--- src/design/brand_pkg.sv ---
// shared constants, types and queue entry layout for the bounded random interval block
`default_nettype none

package brand_pkg;

   // datapath width and port field width
   localparam int WORD_BITS  = 64;
   localparam int FIELD_BITS = 64;

   // split of a word into lower and upper halves for the partial products
   localparam int LO_BITS = WORD_BITS / 2;
   localparam int UP_BITS = WORD_BITS - LO_BITS;

   localparam int CSR_INDEX_BITS = 8;

   localparam int QUEUE_DEPTH    = 4;
   localparam int QUEUE_PTR_BITS = $clog2(QUEUE_DEPTH);
   localparam int QUEUE_CNT_BITS = $clog2(QUEUE_DEPTH + 1);

   localparam int THR_CNT_BITS = $clog2(WORD_BITS);

   typedef logic [FIELD_BITS-1:0]     field_type;
   typedef logic [WORD_BITS-1:0]      word_type;
   typedef logic [WORD_BITS:0]        word_ext_type;
   typedef logic [2*WORD_BITS-1:0]    wide_type;
   typedef logic [CSR_INDEX_BITS-1:0] csr_index_type;
   typedef logic [QUEUE_PTR_BITS-1:0] queue_ptr_type;
   typedef logic [QUEUE_CNT_BITS-1:0] queue_cnt_type;
   typedef logic [THR_CNT_BITS-1:0]   thr_cnt_type;

   // register indexes
   localparam csr_index_type CSR_RANGE_LOW  = CSR_INDEX_BITS'(0);
   localparam csr_index_type CSR_RANGE_HIGH = CSR_INDEX_BITS'(1);

   // one classified word with its four partial products
   typedef struct packed {
      logic                   full_range;
      word_type               word;
      logic [2*LO_BITS-1:0]   p_ll;
      word_type               p_lu;
      word_type               p_ul;
      logic [2*UP_BITS-1:0]   p_uu;
   } work_item_type;

endpackage

`default_nettype wire

--- src/design/brand_queue.sv ---
// short register queue between front and back
`default_nettype none

module brand_queue (
   input  logic                     clock,
   input  logic                     reset,
   input  logic                     in_valid,
   input  brand_pkg::work_item_type in_item,
   output logic                     full,
   input  logic                     pop,
   output logic                     empty,
   output brand_pkg::work_item_type out_item
);
   import brand_pkg::*;

   work_item_type entries_ff [QUEUE_DEPTH];
   queue_ptr_type wr_ptr_ff, wr_ptr_in;
   queue_ptr_type rd_ptr_ff, rd_ptr_in;
   queue_cnt_type count_ff, count_in;
   logic          push;

   assign full  = (count_ff == QUEUE_CNT_BITS'(QUEUE_DEPTH));
   assign empty = (count_ff == '0);
   assign push  = in_valid && !full;

   always_comb begin
      wr_ptr_in = wr_ptr_ff;
      rd_ptr_in = rd_ptr_ff;
      if (push) begin
         wr_ptr_in = (wr_ptr_ff == QUEUE_PTR_BITS'(QUEUE_DEPTH - 1)) ? '0
                   : wr_ptr_ff + QUEUE_PTR_BITS'(1);
      end
      if (pop) begin
         rd_ptr_in = (rd_ptr_ff == QUEUE_PTR_BITS'(QUEUE_DEPTH - 1)) ? '0
                   : rd_ptr_ff + QUEUE_PTR_BITS'(1);
      end
      case ({push, pop})
         2'b10:   count_in = count_ff + QUEUE_CNT_BITS'(1);
         2'b01:   count_in = count_ff - QUEUE_CNT_BITS'(1);
         default: count_in = count_ff;
      endcase
   end

   always_ff @(posedge clock) begin
      if (reset) begin
         wr_ptr_ff <= '0;
         rd_ptr_ff <= '0;
         count_ff  <= '0;
      end else begin
         wr_ptr_ff <= wr_ptr_in;
         rd_ptr_ff <= rd_ptr_in;
         count_ff  <= count_in;
      end
   end

   always_ff @(posedge clock) begin
      if (push) begin
         entries_ff[wr_ptr_ff] <= in_item;
      end
   end

   assign out_item = entries_ff[rd_ptr_ff];

   assert property (@(posedge clock) disable iff (reset)
      count_ff <= QUEUE_CNT_BITS'(QUEUE_DEPTH))
      else $error("queue count past depth");

   assert property (@(posedge clock) disable iff (reset) pop |-> !empty)
      else $error("pop from empty queue");

   assert property (@(posedge clock) disable iff (reset)
      (push && !pop) |=> (count_ff == $past(count_ff) + QUEUE_CNT_BITS'(1)))
      else $error("queue count lost a push");

endmodule

`default_nettype wire

--- config.mk ---
export PLATFORM = sky130hd
export DESIGN_NAME = brand_queue
export DESIGN_NICKNAME = d
export VERILOG_FILES = /design/src/design/brand_pkg.sv /design/src/design/brand_queue.sv
export SDC_FILE = /design/constraint.sdc
export NUM_CORES = 1
export LEC_CHECK = 0
export ABC_AREA = 1
export BUFFER_PORTS_ARGS = -buffer_cell sky130_fd_sc_hd__buf_2
export CORE_MARGIN = 2
export CORE_UTILIZATION = 50
export CTS_BUF_LIST = sky130_fd_sc_hd__clkbuf_8 sky130_fd_sc_hd__clkbuf_16
export DETAILED_ROUTE_END_ITERATION = 6
export PLACE_DENSITY = 0.68
export SLEW_MARGIN = 30
export SYNTH_ARGS = -nofsm -noshare
export SYNTH_HDL_FRONTEND = slang
export SYNTH_SLANG_ARGS = --single-unit
export TNS_END_PERCENT = 30
--- constraint.sdc ---
create_clock -name clock -period 20.9 [get_ports clock]
set_input_delay 2.09 -clock clock [delete_from_list [all_inputs] [get_ports clock]]
set_output_delay 2.09 -clock clock [all_outputs]
set_load 0.01 [all_outputs]
==> qor.txt <==
status = finished clean
Req. time, crit path = 18810 ps
Mapped Cells = 3170
Slew HR = 28.14%
number of global-route vias before repair = 27940
Worst Clk Skew = 20.16 ps
vias post-DR = 28740
CTS Buffer Depth = 3
Worst setup SP type = flip-flop
post-route core utilization = 58.98%
critical path peak fanout = 103
Routed Antenna Nets = 0
post-DP HPWL = 63.05 mm
final hold violation count = 0
worst min path class = reg2reg
clock share of power = 36.2%
initial antenna violation count = 45
Reg power frac = 53.1%
number of synthesized flops with an enable pin = 1284
Synth Net Count = 3502
CTS sink cnt = 1293
Num CTS Buffers = 121
PortBufs = 647
Internal Power = 4.369 mW
Worst IR Drop VDD = 78.44 uV
core footprint = 0.09473 sq mm
I/O pin count = 648
Max Fclk = 158.8 MHz
Cell variety after synth = 20
DRC viols = 0
WL final = 111.4 mm
Syn. warnings = 0
setup repair after global routing missed its margin = no
layout cells sized above 1 = 22.18%
pin count of the biggest net entering global routing = 225
Leak = 19.33 nW
Avg Cell Area, Syn = 15.05 sq um
Synth Flop Type = edfxtp_1
Setup crit end kind = output port
later-pin clock latency in the skew report = 700 ps
flops & latches, synth = 1293
placed insts = 4901
max_cap viols = 0
first-pass GRT wire length = 166.1 mm
asr flop ratio synth = 0%
vias per cell = 5.569
worst slew pin tran = 1078 ps
hold_buf cts = 0
site row count = 113
Setup violations, final = 0
Non-Filler Instances = 5160
Post-Route Setup TNS = 0 ps
synth cell count leaders = edfxtp_1 (1284), nor2_1 (655), o21ai_0 (445), o22ai_1 (321), o21ai_1 (200)
Overall Power = 5.750 mW
Synth area leaders = edfxtp_1 (81%), nor2_1 (5.2%), o21ai_0 (4.7%), o22ai_1 (4.2%), o21ai_1 (2.1%)
DR iter-0 viols = 2427
CTS root buffer = clkbuf_16
Layout Nets = 4094
DIE WIDTH = 312.9 microns
PD cells = 102.9 mW/mm^2
Reg clk slew, reported paths = 60 ps
fin crit share = 30.14%
Starting Density = 50.35%
total gr overflow = 0
Worst EP arrival = 4210 ps
die area = 0.09788 sq mm
switch share = 24.01%
number of post-CTS setup repair buffers = 0
post-cts repair resize count = 0
gr usage total = 22.12%
Final Wtd Congestion = 0.8066
WS Path Type = reg2out
mapped cell area = 0.04770 sq mm
most frequent cell after synthesis = edfxtp_1
sequential share of the synthesized area = 81.21%
H-Tree Depth = 3
synth-to-layout area growth = 17.13%
sw power = 1.381 mW
fin crit period = 6299 ps
count of pins over their slew limit = 0
Gate power share = 10.7%
top cell type's share of synthesized area = 80.83%
CTS tree = yes
Pre-Repair DR Iteration Count = 5
Die Span Y = 312.9 microns
area leader, netlist = edfxtp_1
average wire per standard cell = 21.59 microns
==> critical path, stage by stage (launching register included) <==
cell and delay [ps]:
dfxtp_4 630, buf_6 620, buf_4 700, buf_4 700, o21ai_0 200, o22ai_1 280
buf_2 250
==> final timing paths <==
path | startpoint | end | slack [ps] | cells past startpoint
worst max-delay path | flip-flop | out_item[56] | 14600 | 6
worst max register to register | count_ff[1] | entries_ff[0][177] | 17210 | 6
worst min register to register | rd_ptr_ff[1] | flip-flop | 550 | 2
worst min-delay path | rd_ptr_ff[1] | flip-flop | 550 | 2
==> cells in the final DEF (no fill, tap or decap) <==
cell	n
dfxtp_4	2
o22ai_1	321
edfxtp_1	1284
buf_2	647
buf_12	8
inv_1	41
buf_4	17
clkinv_4	2
ha_1	6
o21ai_1	200
clkinv_2	28
buf_16	4
nor3_1	2
nand4_1	1
clkinv_16	1
clkinvlp_4	2
clkbuf_16	123
clkinv_1	37
diode_2	26
dfxtp_1	7
inv_6	4
o21ai_0	445
nand3b_1	1
nor2_1	651
nor2_4	4
nand2_1	9
a21oi_1	4
inv_8	2
nand3_1	1
fa_1	1
bufinv_16	8
buf_6	6
==> stage by stage <==
step | cell area [sq um] | setup WS [ps] | hold slack (ps)
floorplan | 47700 | 4367 | 493.8
global placement | 51860 | 15110 | 530.1
detailed placement | 51930 | 15080 | 542.2
CTS | 55720 | 14290 | 550.7
global route | 55850 | 14260 | 603.2
finish | 55870 | 14600 | 545.2
==> registers in the layout (all words and copies together) (netlist names), named ones only <==
| name | count |
|---|---|
| rd_ptr_ff | 2 |
| entries_ff | 1284 |
| count_ff | 3 |
| wr_ptr_ff | 2 |
==> layout make-up <==
cell class / count / area (sq um)
fill: 7273 / 38860
sequential: 1293 / 38740
multi-input combinational: 1646 / 7903
timing repair buffer: 682 / 3704
clock buffer: 123 / 3078
tap: 1265 / 1583
clock inverter: 107 / 710.7
inverter: 18 / 82.58
antenna: 26 / 65.06
==> per-layer routing <==
| layer | vias up | GRT usage, % | share of wire (%) |
|---|---|---|---|
| met1 | 14190 | 26.98 | 38 |
| met4 | 38 | 9.374 | 3.6 |
| li1 | 13280 | - | - |
| met5 | - | 0 | 0.22 |
| met2 | 989 | 36.83 | 50 |
| met3 | 238 | 6.590 | 8.4 |
==> power groups by stage <==
stage | logic (mW) | registers (mW) | clock network, mW
final | 0.616 | 3.05 | 2.08
after CTS | 0.620 | 3.05 | 2.12
after global placement | 0.608 | 3.11 | 0
after floorplan | 0.331 | 3.18 | 0
after global routing | 0.670 | 3.07 | 2.22
after detailed placement | 0.617 | 3.11 | 0
==> kinds of logic (layout without fill, tap and decap cells) <==
logic type | count (synthesis) | after routing | share of synthesized area (%)
adder cells (fa/ha/maj) | 7 | 7 | 0.1994
flip-flops | 1293 | 1293 | 81.21
buffers and inverters | 231 | 930 | 2.285
other | 0 | 26 | 0
AND/OR/NAND/NOR | 669 | 669 | 5.286
AO/OA/AOI/OAI | 970 | 970 | 11.02
(Power assumes the default switching activity.)
