==> config.mk <==
export PLATFORM = sky130hd
export DESIGN_NAME = brand_back
export DESIGN_NICKNAME = d
export VERILOG_FILES = /design/src/design/brand_pkg.sv /design/src/design/brand_back.sv
export SDC_FILE = /design/constraint.sdc
export NUM_CORES = 1
export LEC_CHECK = 0
export CAP_MARGIN = 20
export CORE_MARGIN = 2
export CORE_UTILIZATION = 45
export DETAILED_ROUTE_END_ITERATION = 8
export DONT_BUFFER_PORTS = 1
export PLACE_DENSITY = 0.62
export SLEW_MARGIN = 20
export SYNTH_ARGS = -nofsm -noshare
export SYNTH_HDL_FRONTEND = slang
export SYNTH_SLANG_ARGS = --single-unit
==> constraint.sdc <==
create_clock -name clock -period 32.2 [get_ports clock]
set_clock_uncertainty 0.15 [all_clocks]
set_input_delay 3.22 -clock clock [delete_from_list [all_inputs] [get_ports clock]]
set_output_delay 3.22 -clock clock [all_outputs]
set_load 0.01 [all_outputs]
==> src/design/brand_pkg.sv <==
// shared constants, types and queue entry layout for the bounded random interval block
`default_nettype none

package brand_pkg;

   // datapath width and port field width
   localparam int WORD_BITS  = 64;
   localparam int FIELD_BITS = 64;

   // split of a word into lower and upper halves for the partial products
   localparam int LO_BITS = WORD_BITS / 2;
   localparam int UP_BITS = WORD_BITS - LO_BITS;

   localparam int CSR_INDEX_BITS = 8;

   localparam int QUEUE_DEPTH    = 4;
   localparam int QUEUE_PTR_BITS = $clog2(QUEUE_DEPTH);
   localparam int QUEUE_CNT_BITS = $clog2(QUEUE_DEPTH + 1);

   localparam int THR_CNT_BITS = $clog2(WORD_BITS);

   typedef logic [FIELD_BITS-1:0]     field_type;
   typedef logic [WORD_BITS-1:0]      word_type;
   typedef logic [WORD_BITS:0]        word_ext_type;
   typedef logic [2*WORD_BITS-1:0]    wide_type;
   typedef logic [CSR_INDEX_BITS-1:0] csr_index_type;
   typedef logic [QUEUE_PTR_BITS-1:0] queue_ptr_type;
   typedef logic [QUEUE_CNT_BITS-1:0] queue_cnt_type;
   typedef logic [THR_CNT_BITS-1:0]   thr_cnt_type;

   // register indexes
   localparam csr_index_type CSR_RANGE_LOW  = CSR_INDEX_BITS'(0);
   localparam csr_index_type CSR_RANGE_HIGH = CSR_INDEX_BITS'(1);

   // one classified word with its four partial products
   typedef struct packed {
      logic                   full_range;
      word_type               word;
      logic [2*LO_BITS-1:0]   p_ll;
      word_type               p_lu;
      word_type               p_ul;
      logic [2*UP_BITS-1:0]   p_uu;
   } work_item_type;

endpackage

`default_nettype wire

==> src/design/brand_back.sv <==
// back pipeline: sums partial products, applies rejection and adds the interval base
`default_nettype none

module brand_back (
   input  logic                     clock,
   input  logic                     reset,
   input  logic                     q_empty,
   input  brand_pkg::work_item_type q_item,
   output logic                     q_pop,
   input  brand_pkg::word_type      range_low,
   input  brand_pkg::word_type      threshold,
   output logic                     rsp_valid,
   input  logic                     rsp_ready,
   output brand_pkg::word_type      bounded_value
);
   import brand_pkg::*;

   // stage a: middle partial products summed
   logic                 a_valid_ff, a_valid_in;
   logic                 a_full_ff;
   word_type             a_word_ff;
   logic [2*LO_BITS-1:0] a_ll_ff;
   logic [2*UP_BITS-1:0] a_uu_ff;
   word_ext_type         a_mid_ff, a_mid_in;

   // stage b: full product split in halves
   logic                 b_valid_ff, b_valid_in;
   logic                 b_full_ff;
   word_type             b_word_ff;
   word_type             b_lo_ff;
   word_type             b_hi_ff;
   wide_type             product_in;

   // output register
   logic                 out_valid_ff, out_valid_in;
   word_type             out_value_ff, out_value_in;

   logic                 out_adv, b_en, a_en, keep;

   always_comb begin
      out_adv = !out_valid_ff || rsp_ready;
      b_en    = !b_valid_ff || out_adv;
      a_en    = !a_valid_ff || b_en;
      q_pop   = !q_empty && a_en;

      a_mid_in   = (WORD_BITS + 1)'(q_item.p_lu) + (WORD_BITS + 1)'(q_item.p_ul);
      product_in = {a_uu_ff, a_ll_ff} + (wide_type'(a_mid_ff) << LO_BITS);

      keep         = b_full_ff || (b_lo_ff >= threshold);
      out_value_in = (b_full_ff ? b_word_ff : b_hi_ff) + range_low;

      a_valid_in   = a_en ? !q_empty : a_valid_ff;
      b_valid_in   = b_en ? a_valid_ff : b_valid_ff;
      out_valid_in = out_adv ? (b_valid_ff && keep) : out_valid_ff;
   end

   always_ff @(posedge clock) begin
      if (reset) begin
         a_valid_ff   <= 1'b0;
         b_valid_ff   <= 1'b0;
         out_valid_ff <= 1'b0;
      end else begin
         a_valid_ff   <= a_valid_in;
         b_valid_ff   <= b_valid_in;
         out_valid_ff <= out_valid_in;
      end
   end

   always_ff @(posedge clock) begin
      if (q_pop) begin
         a_full_ff <= q_item.full_range;
         a_word_ff <= q_item.word;
         a_ll_ff   <= q_item.p_ll;
         a_uu_ff   <= q_item.p_uu;
         a_mid_ff  <= a_mid_in;
      end
      if (b_en && a_valid_ff) begin
         b_full_ff <= a_full_ff;
         b_word_ff <= a_word_ff;
         b_lo_ff   <= product_in[WORD_BITS-1:0];
         b_hi_ff   <= product_in[2*WORD_BITS-1:WORD_BITS];
      end
      if (out_adv && b_valid_ff && keep) begin
         out_value_ff <= out_value_in;
      end
   end

   assign rsp_valid     = out_valid_ff;
   assign bounded_value = out_value_ff;

endmodule

`default_nettype wire

==> out/metrics.yaml <==
setup_path:
  cp_num_buf_inv: 0
  criticalPathCategory: "input port to primary output"
  worst_path_max_delay_cell: "nor2_1"
  path_cells: "nand2b_1 > nor2_1 > a21oi_4"
  cp-start-kind: "input port"
  cp.arrival_ps: 3980
  cp_max_fo: 4
  end_kind: "primary output"
  critPathRequiredTime_ps: 28830
  critPathTopFamily: "simple AND/OR/NAND/NOR gates"
  crit_path_max_incr_delay_ps: 400
power_and_ir_drop:
  seq_power_share: 0.437
  p_per_area_nw_per_um2: 61.51
  irDropWorstVdd_mv: 0.03622
  total_power_w: 0.001971
  switching_share: 0.2867
  p_leak_nw: 12.57
  switchingPower_w: 0.0005649
  intPower_w: 0.001406
  clkPwrFrac: 0.333
  p_comb_frac: 0.230
cts:
  path_clk_slew_ps: 60
  cts-root-buf: "clkbuf_16"
  numCtsBuffers: 55
  cts.sinks: 518
  cts_tree: "yes"
  cts_buffer_depth: 3
  cts-resized-gates: 0
  cts_hold_buffers: 0
  worstSkewPairLatency_ps: 600
  htree_levels: 2
  cts_setup_buffers: 0
logic_synthesis:
  syn-num-nets: 3185
  yosys.area_share.xor_xnor: 0.06340
  synth-compound-area-share: 0.1537
  muxShareOfSynthArea: 0.02491
  syn_area_per_cell_um2: 11.84
  synth_edf_count: 515
  synth-seq-cells: 518
  synthCells: 2473
  synth_fa_ha_area_frac: 0.1114
  synth-simple-area-share: 0.09078
  synth_warnings: 0
  syn_area_um2: 29290
  synth_ff_type: "edfxtp_1"
  async_reset_ff_frac: 0
  synth_top_family_by_area: "compound AO/OA/AOI/OAI gates"
  ys_seq_area_frac: 0.5301
  synthDistinctLibCells: 85
die:
  core_area_um2: 64350
  die_area_um2: 67140
  die_y_um: 259.1
  dieWidth_um: 259.1
  fp-row-count: 93
  ios: 519
  start_util: 0.4552
detailed_routing:
  viasPerCell: 5.782
  vias: 19491
  drt-total-wl_mm: 78.06
  drt-pass1-iter-count: 6
  routedWlPerCell_um: 23.16
  route.detailed.drc: 0
  drtAntennaViolNets: 0
  drt_iter0_markers: 1255
grt:
  grt_pass1_vias: 19306
  grt_max_degree: 119
  antenna_found_initial: 37
  gr-total-overflow: 0
  grtUsageTotal: 0.2250
  grt_pass1_wl_mm: 114.7
sta:
  tightest_slew_ps: 954.7
  period_share: 0.2281
  fin_hold_ws_ps: 258.2
  relSlewSlack: 0.3636
  tns_ps: 0
  grt_setup_unrepaired: "false"
  setup_viol: 0
  hold_violations: 0
  finalMaxSlewViolations: 0
  fmaxAchievable_ghz: 0.1361
  finalCriticalPeriod_ps: 7345
placement:
  place_congestion: 0.9174
  dpl-instance-area_um2: 30120
  hpwl_mm: 61.75
  io_buffers: 0
status:
  status: "finished, final reports clean"
flow_run:
  maxCapViolations: 0
min_path:
  hp-class: "register to register"
cells_and_area:
  design_area_um2: 32030
  most-common-layout-cells: "edfxtp_1 (515), ha_1 (256), a21oi_1 (223)"
  nNetsFinal: 3169
  drive_gt1_frac: 0.07603
  area_growth_syn_to_layout_pct: 9.377
  final_common_cell: "edfxtp_1"
## Yosys cell counts, drive strengths merged, types with 20 or more instances
cell    count  share of area
a211oi     21         0.0057
a21o      144          0.037
a21oi     228          0.040
a31oi      20         0.0045
and3       28         0.0060
clkbuf     66         0.0085
edfxtp    515           0.53
ha        256           0.11
inv       112          0.014
mux2       63          0.024
nand2     152          0.019
nand2b     25         0.0053
nand3      54         0.0092
nand4      57          0.012
nor2      117          0.015
nor3       28         0.0048
o21ai     116          0.020
o21bai     37         0.0095
xnor2     106          0.032
xor2      106          0.032
## worst reg2reg max path, stage by stage (launching register included)
cell,delay [ps]
edfxtp_1,350
buf_4,640
mux2_2,500
ha_1,410
a21o_1,240
a21o_1,190
a2111oi_0,560
o21ai_0,220
a311oi_1,490
o21ai_1,290
o221ai_1,350
nand2b_1,230
nand2b_1,70
a21oi_1,180
xnor2_1,80
## final timing paths
check / start / endpoint / slack (ps) / cells after the start
setup / recovery: rsp_ready / q_pop / 24850 / 3
hold / removal: a_word_ff[5] / b_word_ff[5] / 260 / 0
setup reg to reg: b_full_ff / bounded_value[58] / 26990 / 14
hold reg to reg: a_word_ff[5] / b_word_ff[5] / 260 / 0
## registers in the layout, indices dropped and copies added, names as in the netlist
register,cells
a_mid_ff,65
a_ll_ff,64
a_uu_ff,64
a_word_ff,64
b_hi_ff,64
b_lo_ff,64
b_word_ff,64
bounded_value,64
a_full_ff,1
a_valid_ff,1
b_full_ff,1
b_valid_ff,1
rsp_valid,1
## stage by stage
step	setup WS, ps	utilization	cells
after floorplan	12880	-	2473
after global placement	24780	0.4680	3255
after detailed placement	24710	0.4680	3255
after CTS	24850	0.4972	3354
after global routing	24770	0.4977	3368
final	24850	0.4978	3371
## power groups by stage
stage / clock network (W) / registers (W) / logic, W
floorplan: 0 / 0.000873 / 0.000340
global placement: 0 / 0.000875 / 0.000440
detailed placement: 0 / 0.000877 / 0.000446
CTS: 0.000672 / 0.000863 / 0.000450
global route: 0.000698 / 0.000867 / 0.000504
finish: 0.000656 / 0.000861 / 0.000453
## final cells by class
class,instances,area [um2]
fill,5665,32310
sequential,518,15520
multi-input combinational,1762,13030
clock buffer,60,1438
tap,855,1070
clock inverter,39,437.9
inverter,112,420.4
timing repair buffer,8,72.57
antenna,17,42.54
## kinds of logic (layout without fill, tap and decap cells)
logic type	Yosys count	in the layout
AO/OA/AOI/OAI	686	686
XOR/XNOR	212	212
adder cells (fa/ha/maj)	259	259
buffers and inverters	193	219
flip-flops	518	518
multiplexers	65	65
other	0	17
AND/OR/NAND/NOR	540	540
## per-layer routing
| layer | share of wire | GRT usage | routed length [um] | vias to the layer above |
|---|---|---|---|---|
| met4 | 0.028 | 0.08237 | 2213 | 36 |
| met1 | 0.43 | 0.2886 | 33410 | 9277 |
| met3 | 0.075 | 0.06551 | 5842 | 154 |
| li1 | - | - | - | 9362 |
| met2 | 0.47 | 0.3620 | 36360 | 662 |
| met5 | 0.0030 | 0 | 236 | - |
Note: power is estimated with default switching activity, not from simulation.
