--- config.mk ---
export PLATFORM = sky130hd
export DESIGN_NAME = brand_thresh
export DESIGN_NICKNAME = d
export VERILOG_FILES = /design/src/design/brand_pkg.sv /design/src/design/brand_thresh.sv
export SDC_FILE = /design/constraint.sdc
export NUM_CORES = 1
export LEC_CHECK = 0
export ABC_AREA = 1
export BUFFER_PORTS_ARGS = -buffer_cell sky130_fd_sc_hd__buf_2
export CAP_MARGIN = 20
export CORE_MARGIN = 2
export CORE_UTILIZATION = 45
export DETAILED_ROUTE_END_ITERATION = 10
export PLACE_DENSITY = 0.6
export SLEW_MARGIN = 20
export SYNTH_ARGS = -nofsm -noshare
export SYNTH_HDL_FRONTEND = slang
export SYNTH_SLANG_ARGS = --single-unit
--- constraint.sdc ---
create_clock -name clock -period 3.1 [get_ports clock]
set_input_delay 0.62 -clock clock [delete_from_list [all_inputs] [get_ports clock]]
set_output_delay 0.62 -clock clock [all_outputs]
set_load 0.02 [all_outputs]
--- src/design/brand_pkg.sv ---
// shared constants, types and queue entry layout for the bounded random interval block
`default_nettype none

package brand_pkg;

   // datapath width and port field width
   localparam int WORD_BITS  = 64;
   localparam int FIELD_BITS = 64;

   // split of a word into lower and upper halves for the partial products
   localparam int LO_BITS = WORD_BITS / 2;
   localparam int UP_BITS = WORD_BITS - LO_BITS;

   localparam int CSR_INDEX_BITS = 8;

   localparam int QUEUE_DEPTH    = 4;
   localparam int QUEUE_PTR_BITS = $clog2(QUEUE_DEPTH);
   localparam int QUEUE_CNT_BITS = $clog2(QUEUE_DEPTH + 1);

   localparam int THR_CNT_BITS = $clog2(WORD_BITS);

   typedef logic [FIELD_BITS-1:0]     field_type;
   typedef logic [WORD_BITS-1:0]      word_type;
   typedef logic [WORD_BITS:0]        word_ext_type;
   typedef logic [2*WORD_BITS-1:0]    wide_type;
   typedef logic [CSR_INDEX_BITS-1:0] csr_index_type;
   typedef logic [QUEUE_PTR_BITS-1:0] queue_ptr_type;
   typedef logic [QUEUE_CNT_BITS-1:0] queue_cnt_type;
   typedef logic [THR_CNT_BITS-1:0]   thr_cnt_type;

   // register indexes
   localparam csr_index_type CSR_RANGE_LOW  = CSR_INDEX_BITS'(0);
   localparam csr_index_type CSR_RANGE_HIGH = CSR_INDEX_BITS'(1);

   // one classified word with its four partial products
   typedef struct packed {
      logic                   full_range;
      word_type               word;
      logic [2*LO_BITS-1:0]   p_ll;
      word_type               p_lu;
      word_type               p_ul;
      logic [2*UP_BITS-1:0]   p_uu;
   } work_item_type;

endpackage

`default_nettype wire

--- src/design/brand_thresh.sv ---
// serial remainder unit for the rejection threshold 2^W mod span
`default_nettype none

module brand_thresh (
   input  logic                clock,
   input  logic                reset,
   input  logic                start,
   input  brand_pkg::word_type span,
   output brand_pkg::word_type threshold,
   output logic                busy
);
   import brand_pkg::*;

   logic         busy_ff, busy_in;
   thr_cnt_type  cnt_ff, cnt_in;
   word_type     rem_ff, rem_in;
   word_type     div_ff, div_in;
   word_type     span_ff, span_in;
   word_ext_type trial;
   logic         fits;

   // one dividend bit per cycle, dividend is 2^W - span
   always_comb begin
      trial   = {rem_ff, div_ff[WORD_BITS-1]};
      fits    = trial >= {1'b0, span_ff};
      busy_in = busy_ff;
      cnt_in  = cnt_ff;
      rem_in  = rem_ff;
      div_in  = div_ff;
      span_in = span_ff;
      if (start) begin
         busy_in = 1'b1;
         cnt_in  = THR_CNT_BITS'(WORD_BITS - 1);
         rem_in  = '0;
         div_in  = '0 - span;
         span_in = span;
      end else if (busy_ff) begin
         rem_in  = fits ? WORD_BITS'(trial - {1'b0, span_ff}) : trial[WORD_BITS-1:0];
         div_in  = {div_ff[WORD_BITS-2:0], 1'b0};
         cnt_in  = cnt_ff - THR_CNT_BITS'(1);
         busy_in = (cnt_ff != '0);
      end
   end

   always_ff @(posedge clock) begin
      if (reset) begin
         busy_ff <= 1'b0;
         cnt_ff  <= '0;
         rem_ff  <= '0;
         span_ff <= '0;
      end else begin
         busy_ff <= busy_in;
         cnt_ff  <= cnt_in;
         rem_ff  <= rem_in;
         span_ff <= span_in;
      end
   end

   always_ff @(posedge clock) begin
      div_ff <= div_in;
   end

   assign threshold = rem_ff;
   assign busy      = busy_ff;

   assert property (@(posedge clock) disable iff (reset) start |=> busy_ff)
      else $error("threshold unit did not start");

   assert property (@(posedge clock) disable iff (reset)
      (!busy_ff && !start && span_ff != '0) |-> (rem_ff < span_ff))
      else $error("threshold not below span");

   assert property (@(posedge clock) disable iff (reset)
      (busy_ff && !start && cnt_ff == '0) |=> !busy_ff)
      else $error("threshold unit ran past last bit");

endmodule

`default_nettype wire

==> results of run 1 <==
[registers in the layout, indices dropped and copies added (netlist names)]
name,cells
busy,1
cnt_ff,6
div_ff,64
span_ff,64
threshold,64
[per-layer routing]
layer  routed length, um  part of all wire  GRT usage  vias to the layer above
met5                   0                 0          0                        -
met3                4080             0.068     0.0550                      100
met2               26400              0.44      0.494                      608
li1                    -                 -          -                     8482
met1               26800              0.45      0.425                     7662
met4                2540             0.042      0.133                        0
[logic make-up after synthesis]
group	count (synthesis)	synth area share
flip-flops	199	0.286
AND/OR/NAND/NOR	1485	0.399
XOR/XNOR	67	0.0363
adder cells (fa/ha/maj)	68	0.0530
AO/OA/AOI/OAI	268	0.0908
buffers and inverters	549	0.135
[cell usage after synthesis (11+ instances only)]
library cell / instances
nor2_1: 198
xnor2_1: 36
nand2_2: 16
inv_1: 449
xor2_1: 31
nand3b_1: 65
nor3_1: 21
ha_1: 67
nand3_1: 176
clkbuf_1: 46
clkinv_1: 12
buf_6: 12
a21oi_1: 112
nor4_1: 15
nand3_2: 12
inv_2: 12
nand2_1: 918
nand4_1: 25
o21ai_0: 93
edfxtp_1: 64
nor2_2: 18
o22ai_1: 27
a21oi_2: 11
dfxtp_1: 135
[what timing repair did]
action / in CTS / in global routing
setup buffers: 0 / 0
hold endpoints to repair: 0 / 0
gates resized for setup: 0 / 1
setup endpoints to repair: 0 / 45
[worst max-delay path: cells and delay by family (launching register included)]
family | cells | cell delay, ns
compound gates | 1 | 0.06
simple gates | 11 | 1.43
fa+ha+maj | 1 | 0.41
flops | 1 | 0.31
buf+inv | 3 | 0.50
[worst min-delay path by stage]
| stage | start | end | slack [ns] | cells past startpoint |
|---|---|---|---|---|
| floorplan | cnt_ff[1] | cnt_ff[1] | 0.44 | 2 |
| detailed placement | cnt_ff[1] | cnt_ff[1] | 0.46 | 2 |
| global route | span[40] | span_ff[40] | 0.46 | 3 |
| CTS | span[60] | span_ff[60] | 0.44 | 3 |
| finish | span[60] | span_ff[60] | 0.45 | 3 |
| global placement | cnt_ff[1] | cnt_ff[1] | 0.46 | 2 |
[power groups by stage]
stage / Sequential (mW) / Clock, mW / Combinational [mW]
CTS: 2.90 / 2.37 / 1.38
detailed placement: 2.96 / 0 / 1.37
finish: 2.90 / 2.33 / 1.39
global placement: 2.96 / 0 / 1.37
global route: 2.92 / 2.47 / 1.54
floorplan: 2.95 / 0 / 0.900
[metrics by stage]
stage               cells  hold WS, ns  power (mW)  setup slack (ns)
floorplan            2636        0.445        3.85             0.419
global placement     3193        0.457        4.32            0.0422
detailed placement   3193        0.465        4.33           0.00828
CTS                  3225        0.439        6.65             0.165
global route         3225        0.464        6.92            0.0569
finish               3225        0.452        6.62             0.254
[final cells by class]
class / instances / area, sq um / area share
clock inverters: 14 / 160 / 0.00892
well taps: 461 / 577 / 0.0321
flip-flops and latches: 199 / 4630 / 0.258
repair buffers: 172 / 1020 / 0.0566
clock buffers: 18 / 429 / 0.0239
inverters: 473 / 1780 / 0.0988
multi-input cells: 1888 / 9380 / 0.522
==> flow_summary.yaml, run 1 <==
worst_setup_path:
  crit_path_max_fanout: 35
  end_kind: "register"
  cp-start-kind: "register"
  cp_common_cell: "nand2_1"
  worst_path_largest_cell_delay_ns: 0.41
  regToRegSetupSlack_ns: 0.25
  crit_chain: "inv_1 > ha_1 > nand2_1 > inv_1 > nand3b_1 > nor2_1 > nand2_1 > nor2_1 > nand2_1 > nand3_1 > nor2_4 > nand2_2 > buf_12 > nand2_1 > nand3_1 > a21oi_1"
  cp.arrival_ns: 3.19
  r2r_cells: 16
  required_ns: 3.44
  cpMaxStageDelayCell: "ha_1"
  crit_start: "span_ff[60]"
  reg2reg_from: "span_ff[60]"
  path_class: "reg -> reg"
  worstReg2RegEnd: "threshold[5]"
  crit_end: "threshold[5]"
floorplanning:
  num_rows: 69
  dieWidth_um: 194
  start_util: 0.456
  coreArea_sq_mm: 0.0355
  die_h_um: 194
  io_pins: 132
  dieArea_sq_mm: 0.0375
clocking:
  cts_buffers: 17
  numClockSinks: 199
  insertion_delay_ns: 0.47
  cts_htree_levels: 4
  clock-root-buffer: "clkbuf_16"
  clkTransAtPathRegs_ns: 0.07
  cts_tree: "built"
  hold_buffers: 0
  cts_buffer_depth: 2
job:
  maxCapViolCount: 0
finish:
  drive_gt1_frac: 0.107
  final_util: 0.506
  final_nets: 2886
  stdcell_area_sq_mm: 0.0180
  n_fill_cell: 3792
  antenna_cells: 0
  most-common-layout-cells: "nand2_1 (917), inv_1 (447), nor2_1 (197)"
  syn2layout_area_growth_pct: 11.0
  layout_commonest_cell: "nand2_1"
synth:
  ys_warn_count: 0
  yosys_most_used_dff: "dfxtp_1"
  synth.avg_cell_area_sq_um: 6.14
  syn_inst: 2636
  synth_top_area_share: 0.213
  ys_ff_latch: 199
  syn_nets: 2771
  synth_cell_types: 46
  syn_area_sq_mm: 0.0162
  seq_area_frac_synth: 0.286
  async_flop_share: 0
  synth_top_cell_by_area: "nand2_1"
  yosys-top-cells-area: "nand2_1 (21%), dfxtp_1 (17%), edfxtp_1 (12%)"
  synth_edf_count: 64
power_and_ir_drop:
  internal_power_mw: 4.40
  ir_worst_vdd_mv: 0.455
  p_switching_mw: 2.22
  p_per_area_mw_per_mm2: 368
  p_leak_nw: 9.19
  switching_share: 0.335
  comb_power_share: 0.210
  p_seq_frac: 0.438
  p_clk_frac: 0.351
timing:
  slew_violations: 0
  clock_skew_ns: 0.0171
  max-slew-margin-rel: 0.480
  setup_tns_ns: 0
  rsz0062_at_grt: "false"
  finalCritPeriodShare: 0.918
  finalSetupViolCount: 0
  fmax_mhz: 351
  final.min_clock_period_ns: 2.85
  worst_pin_slew_ns: 0.780
  finalHoldViolCount: 0
placement:
  placed_cell_area_sq_mm: 0.0174
  gp_congestion: 0.982
  dp_hpwl_mm: 48.8
  port_buffers: 131
drt:
  routed-via-count: 16900
  dr.pass1.iters: 5
  viasPerCell: 5.23
  postRouteAntennaNets: 0
  wl_mm: 59.9
  drc: 0
  drt-initial-drc-count: 1388
  drt-wirelength-per-cell_um: 18.6
global_routing:
  track_usage: 0.314
  antenna_found_initial: 1
  grt_remaining_overflow: 0
  grt_start_max_net_pins: 66
  grt_pass1_vias: 15500
  grt_pass1_wl_mm: 90.6
min_path:
  hold_path.class: "in -> reg"
status:
  outcome: "finished, final reports clean"
Note: power is estimated with default switching activity, not from simulation.
==> inputs of run 2 (changes only) <==
==> constraint.sdc (replaced) <==
create_clock -name clock -period 3.1 [get_ports clock]
set_input_delay 0.155 -clock clock [delete_from_list [all_inputs] [get_ports clock]]
set_output_delay 0.155 -clock clock [all_outputs]
set_load 0.02 [all_outputs]
==> run 2 against run 1 <==
Against the previous run: largest cell class unchanged; design area up 0.52%; final cell count up 0.12%; critical path type unchanged; setup slack got worse by 0.043 ns; global-route usage is 1.0 points higher.
==> flow_summary.yaml, run 2 (same netlist as run 1, synthesis figures left out) <==
timing:
  finalSetupViolCount: 0
  worst_slack_ns: 0.211
  finalHoldViolCount: 0
  worst_pin_slew_ns: 0.856
  fmax_mhz: 346
  rsz0062_at_grt: "false"
  clock_skew_ns: 0.0142
  max-slew-margin-rel: 0.424
  final.min_clock_period_ns: 2.89
  slew_violations: 0
  finalCritPeriodShare: 0.932
  setup_tns_ns: 0
floorplanning:
  start_util: 0.456
  io_pins: 132
  dieWidth_um: 194
  num_rows: 69
  dieArea_sq_mm: 0.0375
  die_h_um: 194
  coreArea_sq_mm: 0.0355
worst_setup_path:
  cpMaxStageDelayCell: "ha_1"
  path_class: "reg -> reg"
  cp.arrival_ns: 3.22
  crit_chain: "inv_1 > ha_1 > nand2_1 > nor2_2 > nand3_1 > nor2_1 > nand2_1 > nand3_1 > nor2_4 > nand2_2 > buf_12 > nand3_1 > nand2_1 > a21oi_1"
  end_kind: "register"
  crit_path_max_fanout: 51
  required_ns: 3.44
  worst_path_largest_cell_delay_ns: 0.43
  cp-start-kind: "register"
placement:
  gp_congestion: 1.03
  pre_cts_slack_ns: 0.200
  dp_hpwl_mm: 49.4
  port_buffers: 131
job:
  maxCapViolCount: 0
global_routing:
  grt_pass1_wl_mm: 93.4
  grt_start_max_net_pins: 119
  grt_pass1_vias: 16100
  grt_remaining_overflow: 0
  track_usage: 0.324
  antenna_found_initial: 2
power_and_ir_drop:
  p_per_area_mw_per_mm2: 370
  p_leak_nw: 9.22
  ir_worst_vdd_mv: 0.415
drt:
  postRouteAntennaNets: 0
  viasPerCell: 5.26
  drt-wirelength-per-cell_um: 19.2
  routed-via-count: 17000
  drt-initial-drc-count: 1371
  wl_mm: 61.9
  drc: 0
  dr.pass1.iters: 6
finish:
  final_nets: 2890
  antenna_cells: 0
  multiInputGateArea_sq_mm: 0.00938
  syn2layout_area_growth_pct: 11.6
  drive_gt1_frac: 0.105
  layout_commonest_cell: "nand2_1"
  n_fill_cell: 3808
  most-common-layout-cells: "nand2_1 (917), inv_1 (447), nor2_1 (196)"
  seq_area_sq_mm: 0.00463
status:
  outcome: "finished, final reports clean"
clocking:
  insertion_delay_ns: 0.47
  cts_buffers: 17
  numClockSinks: 199
  cts_buffer_depth: 2
  clkTransAtPathRegs_ns: 0.08
  cts_htree_levels: 4
  clock-root-buffer: "clkbuf_16"
  cts_tree: "built"
min_path:
  hold_path.class: "in -> reg"
run 2: changes by cell type in the layout (fill, tap and decap cells not counted), sizes merged:
cell,previous run,this run
dlygate4sd3,0,10
buf,172,166
clkinv,16,14
inv,470,472
bufinv,1,0
clkinvlp,0,1
run 2: final timing paths:
check                           depth (start not counted)       endpoint         from  slack, ns
worst min register to register                          2      cnt_ff[1]    cnt_ff[1]       0.47
worst max register to register                         14  threshold[51]  span_ff[56]       0.21
worst min-delay path                                    3    span_ff[57]     span[57]      0.004
worst max-delay path                                   14  threshold[51]  span_ff[56]       0.21
run 2: final cells by class:
| type | instances | area share |
|---|---|---|
| Tap cell | 461 | 0.0319 |
| Timing Repair Buffer | 176 | 0.0607 |
| Inverter | 473 | 0.0983 |
| Sequential cell | 199 | 0.256 |
| Multi-Input combinational cell | 1888 | 0.520 |
| Clock buffer | 18 | 0.0249 |
| Clock inverter | 14 | 0.00825 |
run 2: metrics by stage:
| stage | util | instances | cell area, sq um | hold WS [ns] | total power [mW] |
|---|---|---|---|---|---|
| 2_1_floorplan | - | 2636 | 16200 | 0.297 | 3.85 |
| 3_3_place_gp | 0.489 | 3187 | 17400 | 0.447 | 4.33 |
| 3_5_place_dp | 0.489 | 3187 | 17400 | 0.455 | 4.34 |
| 4_1_cts | 0.509 | 3229 | 18100 | 0.00107 | 6.69 |
| 5_1_grt | 0.509 | 3229 | 18100 | 0.0149 | 6.97 |
| 6_report | 0.509 | 3229 | 18100 | 0.00443 | 6.69 |
run 2: report_power, final:
part | leakage, nW | switching (mW) | internal, mW
logic | 7.17 | 1.01 | 0.394
registers | 1.76 | 0.0453 | 2.86
clock network | 0.294 | 1.25 | 1.13
total | 9.22 | 2.31 | 4.38
run 2: repair_timing:
action / CTS / global route
gates resized for setup: 0 / 2
hold buffers: 10 / 0
endpoints found under the hold margin: 10 / 0
endpoints found under the setup margin: 0 / 8
buffers inserted: 0 / 0
run 2: per-layer routing:
metal	vias to the layer above	track usage	wire length, um
met4	0	0.145	2820
met3	106	0.0524	4060
met5	-	0	0
li1	8482	-	-
met1	7827	0.433	27600
met2	570	0.517	27400
run 2: critical path, delay by kind of cell (launching register included):
kind | cells | cell delay [ns]
compound gates | 1 | 0.06
fa+ha+maj | 1 | 0.43
buf+inv | 2 | 0.37
flops | 1 | 0.31
simple gates | 10 | 1.56
